[src/rtl/core/wavetable_oscillator_top_defines.svh]
// ---------------------------------------------------------------------------
// Wavetable oscillator assertion macros
// Shared concurrent assertion forms for the oscillator RTL.
// ---------------------------------------------------------------------------
`ifndef WAVETABLE_OSCILLATOR_TOP_DEFINES_SVH
`define WAVETABLE_OSCILLATOR_TOP_DEFINES_SVH

// Consequent must hold in the same cycle as the antecedent.
`define WTO_ASSERT_NOW(label, ante, cons, msg) \
	label: assert property (@(posedge clk) disable iff (!arst_n) (ante) |-> (cons)) \
		else $error(msg);

// Consequent must hold in the cycle after the antecedent.
`define WTO_ASSERT_NEXT(label, ante, cons, msg) \
	label: assert property (@(posedge clk) disable iff (!arst_n) (ante) |=> (cons)) \
		else $error(msg);

`endif

[src/rtl/core/wto_pkg.sv]
// ---------------------------------------------------------------------------
// Wavetable oscillator package
// Default sizes, field widths, codes and control types of the oscillator.
// ---------------------------------------------------------------------------
package wto_pkg;

	localparam int TABLE_SIZE_DEF   = 2048;
	localparam int NUM_TABLES_DEF   = 4;
	localparam int SAMPLE_WIDTH_DEF = 16;

	localparam int PHASE_W = 32;
	localparam int FRAC_W  = 16;
	localparam int DATA_W  = 16;
	localparam int AMP_W   = 16;
	localparam int GAIN_W  = 16;
	localparam int CFG_IDX_W = 2;

	localparam int MUL_A_W = 17;
	localparam int MUL_B_W = 32;
	localparam int MUL_P_W = 49;

	localparam logic [GAIN_W-1:0] GAIN_RESET = 16'd4096;

	typedef enum logic [CFG_IDX_W-1:0] {
		CFG_WAVEFORM = 2'd0,
		CFG_NOISE    = 2'd1,
		CFG_GAIN     = 2'd2
	} cfg_reg_t;

	typedef enum logic {
		OP_TICK  = 1'b0,
		OP_WRITE = 1'b1
	} opcode_t;

	typedef enum logic [2:0] {
		ST_IDLE,
		ST_RD_A,
		ST_RD_B,
		ST_INTERP,
		ST_SUM,
		ST_SCALE,
		ST_OUT
	} state_t;

	typedef enum logic [1:0] {
		MUL_AMP_GAIN,
		MUL_INTERP,
		MUL_SCALE
	} mul_sel_t;

	typedef struct packed {
		logic     rd_en;
		logic     rd_next;
		logic     cap_a;
		logic     cap_ag;
		logic     cap_s;
		logic     load_out;
		mul_sel_t mul_sel;
	} ctrl_t;

endpackage

[src/rtl/core/wto_ctrl.sv]
// ---------------------------------------------------------------------------
// Wavetable oscillator sequencer
// Steps one tick word through table reads, interpolation and scaling.
// ---------------------------------------------------------------------------
module wto_ctrl (
	input  logic           clk,
	input  logic           arst_n,
	input  logic           start,
	input  logic           out_free,
	output logic           idle,
	output wto_pkg::ctrl_t ctrl
);

	wto_pkg::state_t state_q;
	wto_pkg::state_t state_nxt;

	always_ff @(posedge clk or negedge arst_n) begin
		if (!arst_n) begin
			state_q <= wto_pkg::ST_IDLE;
		end else begin
			state_q <= state_nxt;
		end
	end

	always_comb begin
		state_nxt = state_q;
		case (state_q)
			wto_pkg::ST_IDLE: begin
				if (start) begin
					state_nxt = wto_pkg::ST_RD_A;
				end
			end
			wto_pkg::ST_RD_A:   state_nxt = wto_pkg::ST_RD_B;
			wto_pkg::ST_RD_B:   state_nxt = wto_pkg::ST_INTERP;
			wto_pkg::ST_INTERP: state_nxt = wto_pkg::ST_SUM;
			wto_pkg::ST_SUM:    state_nxt = wto_pkg::ST_SCALE;
			wto_pkg::ST_SCALE:  state_nxt = wto_pkg::ST_OUT;
			wto_pkg::ST_OUT: begin
				if (out_free) begin
					state_nxt = wto_pkg::ST_IDLE;
				end
			end
			default: state_nxt = wto_pkg::ST_IDLE;
		endcase
	end

	always_comb begin
		ctrl = '0;
		ctrl.mul_sel = wto_pkg::MUL_AMP_GAIN;
		idle = 1'b0;
		case (state_q)
			wto_pkg::ST_IDLE: begin
				idle = 1'b1;
			end
			wto_pkg::ST_RD_A: begin
				ctrl.rd_en = 1'b1;
			end
			wto_pkg::ST_RD_B: begin
				ctrl.rd_en   = 1'b1;
				ctrl.rd_next = 1'b1;
				ctrl.cap_a   = 1'b1;
				ctrl.cap_ag  = 1'b1;
			end
			wto_pkg::ST_INTERP: begin
				ctrl.mul_sel = wto_pkg::MUL_INTERP;
			end
			wto_pkg::ST_SUM: begin
				ctrl.cap_s = 1'b1;
			end
			wto_pkg::ST_SCALE: begin
				ctrl.mul_sel = wto_pkg::MUL_SCALE;
			end
			wto_pkg::ST_OUT: begin
				ctrl.mul_sel  = wto_pkg::MUL_SCALE;
				ctrl.load_out = out_free;
			end
			default: begin
				idle = 1'b0;
			end
		endcase
	end

endmodule

[config.mk]
export PLATFORM = sky130hd
export DESIGN_NAME = wto_ctrl
export DESIGN_NICKNAME = d
export VERILOG_FILES = /design/src/rtl/core/wavetable_oscillator_top_defines.svh /design/src/rtl/core/wto_pkg.sv /design/src/rtl/core/wto_ctrl.sv
export SDC_FILE = /design/constraint.sdc
export NUM_CORES = 1
export LEC_CHECK = 0
export BUFFER_PORTS_ARGS = -buffer_cell sky130_fd_sc_hd__buf_2
export CORE_AREA = 8 8 45 47
export DETAILED_ROUTE_END_ITERATION = 6
export DIE_AREA = 0 0 53 55
export GPL_ROUTABILITY_DRIVEN = 0
export SETUP_SLACK_MARGIN = 0.4
export SYNTH_ARGS = -nofsm -noshare
export SYNTH_HDL_FRONTEND = slang
export SYNTH_SLANG_ARGS = --single-unit
export TNS_END_PERCENT = 30
[constraint.sdc]
create_clock -name clk -period 1.02 [get_ports clk]
set_input_delay 0.102 -clock clk [delete_from_list [all_inputs] [get_ports clk]]
set_output_delay 0.102 -clock clk [all_outputs]
set_load 0.01 [all_outputs]
==> summary.md <==
| Metric | Value |
|---|---|
| Status | `finished, violations left` |
| Failing checks | `negative setup slack` |
| Final wirelength | `618 um` |
| Layout cells sized above 1 | `0.727` |
| Multi-input combinational cell area | `135 um2` |
| GRT Resource Usage Total | `0.0492` |
| Core ar. | `1380 um2` |
| Layout fillers | `153` |
| Finished Core Util | `0.277` |
| Fin Clk Skew | `0.00816 ns` |
| Kind of critical path | `flop to primary output` |
| Clock root cell | `clkbuf_4` |
| Vias in the first global route | `249` |
| Slowest-stage cell, CP | `dfrtp_2` |
| Routed WL per cell | `10.3 um` |
| H-tree levels | `1` |
| FMAX | `818 MHz` |
| Setup WS post-layout | `-0.203 ns` |
| Drt first-iter violations | `0` |
| Pint | `796 uW` |
| Final min period | `1.22 ns` |
| Die Span X | `53 um` |
| Die ar. | `2920 um2` |
| Pwr/cell area | `3540 nW/um2` |
| Largest cells by area after synthesis | `dfrtp_1 34%, nand2b_4 12%, buf_4 6.7%` |
| Arrival time worst endpoint | `1.12 ns` |
| Slew Limit Headroom | `0.886` |
| Final nets | `49` |
| Residual DRC | `0` |
| Max VDD drop | `0.810 mV` |
| EDFF count, synth | `0` |
| Comb power frac | `0.621` |
| Psw | `561 uW` |
| First-pass DRT Iterations | `1` |
| CTS tree | `yes` |
| Largest registers | `state_q (3)` |
| CP Max Fanout | `5` |
| GRT overflow | `0` |
| FFs w/ async S/R, synth | `1.00` |
| Max stage delay on crit path | `0.42 ns` |
| Ys flop type | `dfrtp_1` |
| Die Y | `55 um` |
| Vias | `233` |
| Initial antenna violation count | `0` |
| First-pass GRT wire length | `986 um` |
| Hold Path Class | `input port to flop` |
| Crit-path cells | `nand2b_4 > a21oi_2 > buf_2` |
| Post-Syn Area | `223 um2` |
| Seq/Total Area, Yosys | `0.337` |
| Worst Max-Slew Pin Slew | `0.170 ns` |
| RSZ-0062 raised after global routing | `true` |
| Register area | `78.8 um2` |
| Row cnt | `14` |
| # IOs | `13` |
| Post-synth top area share | `0.337` |
| Area leader, netlist | `dfrtp_1` |
| Setup crit start kind | `flop` |
| Final Setup Violations | `9` |
| Sequential power share | `0.218` |
| Vias/cell | `3.88` |
| Worst-Skew Late Latency | `0.24 ns` |
| Final hold violations | `0` |
| Clock power share | `0.161` |
| Inserted Diodes | `0` |
| Starting Density | `0.161` |
| Top reg by flops | `state_q` |
| Synthesized Nets | `28` |
| Finished layout cell area | `383 um2` |
| Mean post-synth cell area | `9.28 um2` |
| CTS Buffer Depth | `2` |
| Switching share of total power | `0.413` |
| Most common cell in the netlist | `dfrtp_1` |
| Clk sinks | `3` |
| Synthesized flop and latch total | `3` |
| Yosys warns | `0` |
| Unique cell type count in the Yosys netlist | `16` |
| Total negative slack | `-1.28 ns` |
| Tcrit/Tclk final | `1.20` |
| Number of flip-flops in the largest register | `3` |
| Area delta synth->final | `71.9%` |
| Clock Pin Slew Worst Setup and Hold Paths | `0.04 ns` |
| Worst EP required | `0.92 ns` |
| Port Buf Inserts | `12` |
| Max Cap Viol | `0` |
| CTS buffer count | `3` |
| Pin count of the biggest net entering global routing | `8` |
| Area after DPL | `309 um2` |
| Slew Limit Fails | `0` |
| P_leak | `0.187 nW` |
| Worst setup EP type | `primary output` |
| Detail Route Antenna Nets | `0` |
| Cells after Synth | `24` |
[layout make-up]
cell class | count | share of cell area
clock buffer | 4 | 0.0686
tap | 16 | 0.0523
multi-input combinational | 17 | 0.353
sequential | 3 | 0.206
timing repair buffer | 20 | 0.320
[layout by cell type, fill, tap and decap left out, types with 2 or more instances in the layout]
cell      instances
buf_2            12
buf_4             7
clkbuf_4          3
dfrtp_2           3
nand2b_4          2
a21oi_1           2
[per-stage QoR]
stage,power [mW],setup slack (ns),cells,hold slack (ns)
finish,1.36,-0.203,60,0.149
global placement,1.01,-0.00974,51,-0.102
CTS,1.37,-0.211,60,0.143
detailed placement,1.02,-0.0117,51,-0.102
floorplan,0.798,0.0350,24,-0.194
global route,1.48,-0.265,60,0.173
[worst max-delay path, delay by kind of cell, from the launching register on]
family / cells / cell delay, ns
compound gates: 1 / 0.13
buf+inv: 1 / 0.14
flops: 1 / 0.42
simple gates: 1 / 0.18
[metal layers]
layer | vias up | track usage | share of wire
met4 | 0 | 0.0647 | 0.040
met2 | 10 | 0.0801 | 0.48
met3 | 3 | 0.0241 | 0.11
met1 | 102 | 0.0380 | 0.37
met5 | - | 0 | 0
li1 | 118 | - | -
[power groups by stage]
stage / registers [mW] / logic (mW) / clock network, mW
after floorplan: 0.236 / 0.563 / 0
after global placement: 0.320 / 0.694 / 0
after detailed placement: 0.321 / 0.695 / 0
after CTS: 0.300 / 0.852 / 0.222
after global routing: 0.318 / 0.916 / 0.243
final: 0.296 / 0.842 / 0.218
[path summary, 6_finish.rpt]
check / startpoint / to / slack (ns) / depth (start not counted)
worst max-delay path: state_q[0]$_DFFE_PN0P_ / ctrl[7] / -0.20 / 3
worst min-delay path: out_free / state_q[2]$_DFFE_PN0P_ / 0.15 / 3
worst max register to register: state_q[0]$_DFFE_PN0P_ / state_q[2]$_DFFE_PN0P_ / 0.03 / 3
worst min register to register: state_q[0]$_DFFE_PN0P_ / state_q[0]$_DFFE_PN0P_ / 0.63 / 2
max in group asynchronous: arst_n / state_q[2]$_DFFE_PN0P_ / 0.71 / 2
min in group asynchronous: arst_n / state_q[1]$_DFFE_PN0P_ / 0.19 / 2
[logic make-up (layout without fill, tap and decap cells)]
logic type,count (synthesis),after routing,synth area share
AND/OR/NAND/NOR,10,10,0.309
buffers and inverters,4,24,0.112
flip-flops,3,3,0.337
AO/OA/AOI/OAI,7,7,0.242
[what timing repair did]
item,CTS,global route
buffers inserted,4,0
gates resized for setup,3,0
hold buffers,1,0
hold endpoints to repair,3,0
pin swaps,1,3
setup endpoints to repair,12,12
Power figures use the tool's default switching activity.
