--- src/rtl/core/wavetable_oscillator_top_defines.svh ---
// ---------------------------------------------------------------------------
// Wavetable oscillator assertion macros
// Shared concurrent assertion forms for the oscillator RTL.
// ---------------------------------------------------------------------------
`ifndef WAVETABLE_OSCILLATOR_TOP_DEFINES_SVH
`define WAVETABLE_OSCILLATOR_TOP_DEFINES_SVH

// Consequent must hold in the same cycle as the antecedent.
`define WTO_ASSERT_NOW(label, ante, cons, msg) \
	label: assert property (@(posedge clk) disable iff (!arst_n) (ante) |-> (cons)) \
		else $error(msg);

// Consequent must hold in the cycle after the antecedent.
`define WTO_ASSERT_NEXT(label, ante, cons, msg) \
	label: assert property (@(posedge clk) disable iff (!arst_n) (ante) |=> (cons)) \
		else $error(msg);

`endif

--- src/rtl/core/wto_pkg.sv ---
// ---------------------------------------------------------------------------
// Wavetable oscillator package
// Default sizes, field widths, codes and control types of the oscillator.
// ---------------------------------------------------------------------------
package wto_pkg;

	localparam int TABLE_SIZE_DEF   = 2048;
	localparam int NUM_TABLES_DEF   = 4;
	localparam int SAMPLE_WIDTH_DEF = 16;

	localparam int PHASE_W = 32;
	localparam int FRAC_W  = 16;
	localparam int DATA_W  = 16;
	localparam int AMP_W   = 16;
	localparam int GAIN_W  = 16;
	localparam int CFG_IDX_W = 2;

	localparam int MUL_A_W = 17;
	localparam int MUL_B_W = 32;
	localparam int MUL_P_W = 49;

	localparam logic [GAIN_W-1:0] GAIN_RESET = 16'd4096;

	typedef enum logic [CFG_IDX_W-1:0] {
		CFG_WAVEFORM = 2'd0,
		CFG_NOISE    = 2'd1,
		CFG_GAIN     = 2'd2
	} cfg_reg_t;

	typedef enum logic {
		OP_TICK  = 1'b0,
		OP_WRITE = 1'b1
	} opcode_t;

	typedef enum logic [2:0] {
		ST_IDLE,
		ST_RD_A,
		ST_RD_B,
		ST_INTERP,
		ST_SUM,
		ST_SCALE,
		ST_OUT
	} state_t;

	typedef enum logic [1:0] {
		MUL_AMP_GAIN,
		MUL_INTERP,
		MUL_SCALE
	} mul_sel_t;

	typedef struct packed {
		logic     rd_en;
		logic     rd_next;
		logic     cap_a;
		logic     cap_ag;
		logic     cap_s;
		logic     load_out;
		mul_sel_t mul_sel;
	} ctrl_t;

endpackage

--- src/rtl/core/wto_mul.sv ---
// ---------------------------------------------------------------------------
// Wavetable oscillator shared multiplier
// Signed by unsigned multiplier with a registered product.
// ---------------------------------------------------------------------------
module wto_mul (
	input  logic                                clk,
	input  logic signed [wto_pkg::MUL_A_W-1:0] op_a,
	input  logic        [wto_pkg::MUL_B_W-1:0] op_b,
	output logic signed [wto_pkg::MUL_P_W-1:0] prod_q
);

	logic signed [wto_pkg::MUL_A_W+wto_pkg::MUL_B_W:0] full;

	assign full = op_a * $signed({1'b0, op_b});

	always_ff @(posedge clk) begin
		prod_q <= full[wto_pkg::MUL_P_W-1:0];
	end

endmodule

--- config.mk ---
export PLATFORM = sky130hd
export DESIGN_NAME = wto_mul
export DESIGN_NICKNAME = d
export VERILOG_FILES = /design/src/rtl/core/wavetable_oscillator_top_defines.svh /design/src/rtl/core/wto_pkg.sv /design/src/rtl/core/wto_mul.sv
export SDC_FILE = /design/constraint.sdc
export NUM_CORES = 1
export LEC_CHECK = 0
export ABC_AREA = 1
export ABC_CLOCK_PERIOD_IN_PS = 7300
export BUFFER_PORTS_ARGS = -buffer_cell sky130_fd_sc_hd__buf_2
export CAP_MARGIN = 40
export CELL_PAD_IN_SITES_DETAIL_PLACEMENT = 2
export CELL_PAD_IN_SITES_GLOBAL_PLACEMENT = 2
export CORE_UTILIZATION = 38
export CTS_CLUSTER_SIZE = 12
export DETAILED_ROUTE_END_ITERATION = 10
export PLACE_DENSITY = 0.95
export SYNTH_ARGS = -nofsm -noshare
export SYNTH_HDL_FRONTEND = slang
export SYNTH_SLANG_ARGS = --single-unit
--- constraint.sdc ---
create_clock -name clk -period 7.3 [get_ports clk]
set_input_delay 0.365 -clock clk [delete_from_list [all_inputs] [get_ports clk]]
set_output_delay 0.365 -clock clk [all_outputs]
set_load 0.01 [all_outputs]
==> qor_table.md <==
| Group | Quantity | Value |
|:---|:---|:---|
| run status | Violations in the final reports | DRC |
| cells and area | Register ranked first by flip-flop count | prod_q |
| cts | Hold bufs inserted after CTS | 0 |
| grt | Via count of the first global-routing pass | 23590 |
| timing | Total negative slack | 0 ps |
| min path | Worst hold path endpoint | prod_q[0] |
| place | PortBufs | 98 |
| synthesis | Average cell area after synthesis | 7.302 sq um |
| synthesis | Share of flip-flops with an asynchronous set or reset | 0% |
| cells and area | Area of all placed cells without fillers | 21620 sq um |
| cts | Clk sink count | 49 |
| min path | Launch instance of the worst min-delay path | op_b[0] |
| cells and area | Final-stage net count | 3439 |
| worst setup path | Category of the most critical setup path | input pin to flip-flop |
| worst setup path | Crit path required time | 7500 ps |
| die | Area of the core | 52760 sq um |
| grt | Global route total overflow | 0 |
| die | Initial cell density of the core | 38.60% |
| worst setup path | Startpoint types | input pin |
| timing | Final Max Tran Viols | 0 |
| die | Std cell rows | 84 |
| worst setup path | Arrival time at the worst endpoint | 7110 ps |
| timing | Fraction of the cycle the final worst path needs | 94.68% |
| synthesis | Count of distinct cell types in the synthesized netlist | 26 |
| die | Die boundary width | 233.5 um |
| route | Initial DRT Pass Iterations | 8 |
| die | Die span in y | 233.5 um |
| synthesis | Seq/Total Area, Yosys | 4.817% |
| cts | Count of buffers added by post-CTS timing repair for setup | 0 |
| synthesis | Xor/xnor cell area share of the yosys netlist | 1.161% |
| grt | Total global routing track utilization | 38.75% |
| route | Via count | 19000 |
| min path | Hold-critical path depth | 3 |
| cells and area | Area Growth Syn to Fin | 6.144% |
| cells and area | Proportion of layout cells with a drive suffix above 1 | 5.990% |
| synthesis | Dominant register cell in the synthesized netlist | dfxtp_1 |
| min path | Hold WC Path Type | input pin to flip-flop |
| cts | CTS-repair resized insts | 0 |
| worst setup path | Critical path's slowest cell | fa_1 |
| cells and area | Largest registers in the final layout | prod_q x49 |
| worst setup path | Cell type with the highest occurrence count on the critical path | nand2_1 |
| cts | Root Buffer Master | clkbuf_16 |
| synthesis | Net count after synthesis | 3441 |
| place | Detailed Place HPWL | 79210 um |
| grt | Pin count of the biggest net entering global routing | 33 |
| synthesis | Synthesized-area fraction occupied by and/or/nand/nor cells | 20.54% |
| cts | CTS Buffer Depth | 2 |
| synthesis | Multiplexer fraction of the synthesized cell area | 0% |
| worst setup path | CP top delay family | adder cells |
| place | Placement-stage cell area | 21360 sq um |
| route | Residual DRC count | 10 |
| route | Avg Vias per Cell | 5.465 |
| timing | Worst relative slew slack | 32.39% |
| timing | RSZ-0062 raised after global routing | no |
| synthesis | Area fraction in compound gates after synthesis | 0.9953% |
| timing | Peak Freq | 0.1447 GHz |
| timing | Hold Vio Cnt, Final | 0 |
| die | Number of top-level pins | 99 |
| timing | Transition at the pin with the smallest max-transition slack | 1014 ps |
| worst setup path | Ordered cell list for the critical path | buf_2 -> nand2_1 -> fa_1 -> fa_1 -> fa_1 -> inv_1 -> fa_1 -> fa_1 -> inv_1 -> fa_1 -> inv_1 -> ha_1 -> nand2_1 -> nand2_1 -> nand2_1 -> nand2_1 -> a21oi_1 -> nor2_1 -> nor2_1 -> nand2_1 -> nand2_1 -> nand2_1 |
| synthesis | Dominant combinational cell family by area after synthesis | adder cells |
| worst setup path | Critical path buffer and inverter count | 4 |
| synthesis | Flops & latches, synth | 49 |
| cts | CTS buffer count | 5 |
| route | Count of routing violations after the opening detailed-route iteration | 1210 |
| synthesis | Total of warnings raised by yosys | 0 |
| grt | Antenna violations before repair | 1 |
| grt | Wire length of the first global-routing pass | 150200 um |
| worst setup path | Slowest stage delay, CP | 770 ps |
| synthesis | Post-Synth Adder-Cell Area | 53.54% |
| timing | Min Tclk post-route | 6912 ps |
| synthesis | Summed instance area of the synthesized netlist | 20370 sq um |
| cts | H-tree depth reported by CTS | 2 |
| run status | Run status | complete, but fails checks |
| cells and area | Largest register FFs | 49 |
| route | Final wirelength | 103200 um |
| cts | Register clock-pin slew on the reported worst setup and hold paths | 90 ps |
| timing | Total of endpoints with negative setup slack in the final report | 0 |
| flow run | Max Cap Violations | 0 |
| synthesis | Post-synth EDFFs | 0 |
| place | RD Place Congestion | 0.8787 |
| route | DRT antenna net count | 0 |
| worst setup path | Maximum fanout encountered on the critical timing path | 32 |
| die | Die outline area | 54520 sq um |
| cts | TritonCTS clock tree | done |
| route | Routed wire per std cell | 29.69 um |
| worst setup path | Setup crit end kind | flip-flop |
| synthesis | Gate count after technology mapping | 2789 |
| cells and area | Antenna diodes | 0 |
-- worst max path at each step --
stage                         from         end  slack [ps]  cells past startpoint
after floorplan           op_b[30]  prod_q[47]        1950                     24
after global placement    op_a[16]  prod_q[29]        1230                     20
after detailed placement   op_a[2]  prod_q[38]         630                     22
after CTS                  op_a[2]  prod_q[38]         850                     22
after global routing       op_a[3]  prod_q[38]         330                     22
final                      op_a[3]  prod_q[38]         390                     22
-- cell type report --
| class | count | area, sq um |
|---|---|---|
| fillers | 6362 | 31140 |
| multi-input cells | 1712 | 15530 |
| inverters | 913 | 3427 |
| flip-flops and latches | 49 | 980.9 |
| well taps | 688 | 860.8 |
| repair buffers | 106 | 645.6 |
| clock buffers | 6 | 138.9 |
| clock inverters | 2 | 37.54 |
-- Yosys cell counts, types with 2 or more instances --
cell type  count  area, sq um
a21oi_1       27        135.1
a31oi_1        4        25.02
clkbuf_1     115        431.7
dfxtp_1       49        980.9
fa_1         449         8989
ha_1         153         1914
inv_1        911         3420
inv_2          2        7.510
nand2_1      857         3217
nand2_2       16        100.1
nand3_1       35        175.2
nand3_2        8        80.08
nand4_1        4        25.02
nor2_1        90        337.8
nor2_2        10        62.56
nor2_4         5        56.30
nor3_1         6        30.03
o21bai_1       5        37.54
or2_2         11        68.82
xnor2_1        6        52.55
xor2_1        21        183.9
-- per-layer routing --
metal,global-route usage [%],part of all wire [%],vias to the layer above
li1,-,-,7610
met1,36.13,31,9697
met2,69.46,51,1040
met3,8.472,6.2,647
met4,37.26,11,4
met5,0,0.060,-
-- cells by family after synthesis --
family,Yosys count
buf+inv,1028
simple gates,1046
compound gates,37
fa+ha+maj,602
xor+xnor,27
flops,49
-- stage by stage --
step | util, % | hold WS (ps) | setup WS, ps | cells
3_5_place_dp | 40.49 | 762.7 | 630.0 | 3464
6_report | 40.97 | 514.6 | 388.3 | 3476
3_3_place_gp | 40.36 | 758.9 | 1230 | 3461
2_1_floorplan | - | 462.6 | 1949 | 2789
5_1_grt | 40.97 | 518.4 | 330.2 | 3476
4_1_cts | 40.82 | 495.2 | 853.1 | 3472
-- cell usage in the layout, fill, tap and decap left out, types with 2 or more instances in the layout --
| cell type | netlist | final |
|---|---|---|
| a21oi_1 | 27 | 27 |
| buf_2 | 0 | 98 |
| inv_2 | 2 | 2 |
| clkbuf_16 | 0 | 5 |
| nor2_1 | 90 | 90 |
| xor2_1 | 21 | 21 |
| nor2_4 | 5 | 5 |
| nand3_2 | 8 | 8 |
| dfxtp_1 | 49 | 49 |
| fa_1 | 449 | 449 |
| a31oi_1 | 4 | 4 |
| nand2_1 | 857 | 857 |
| or2_2 | 11 | 11 |
| ha_1 | 153 | 153 |
| o21bai_1 | 5 | 5 |
| nor3_1 | 6 | 6 |
| nor2_2 | 10 | 10 |
| xnor2_1 | 6 | 6 |
| nand3_1 | 35 | 35 |
| inv_1 | 911 | 911 |
| nand2_2 | 16 | 16 |
| nand4_1 | 4 | 4 |
| buf_12 | 0 | 6 |
-- worst min-delay path, stage by stage --
cell and delay (ps):
buf_2 240, nand2_1 130, inv_1 50
Power is not shown: default switching activity piles up to over one toggle a cycle in this logic, so the estimate is an artifact.
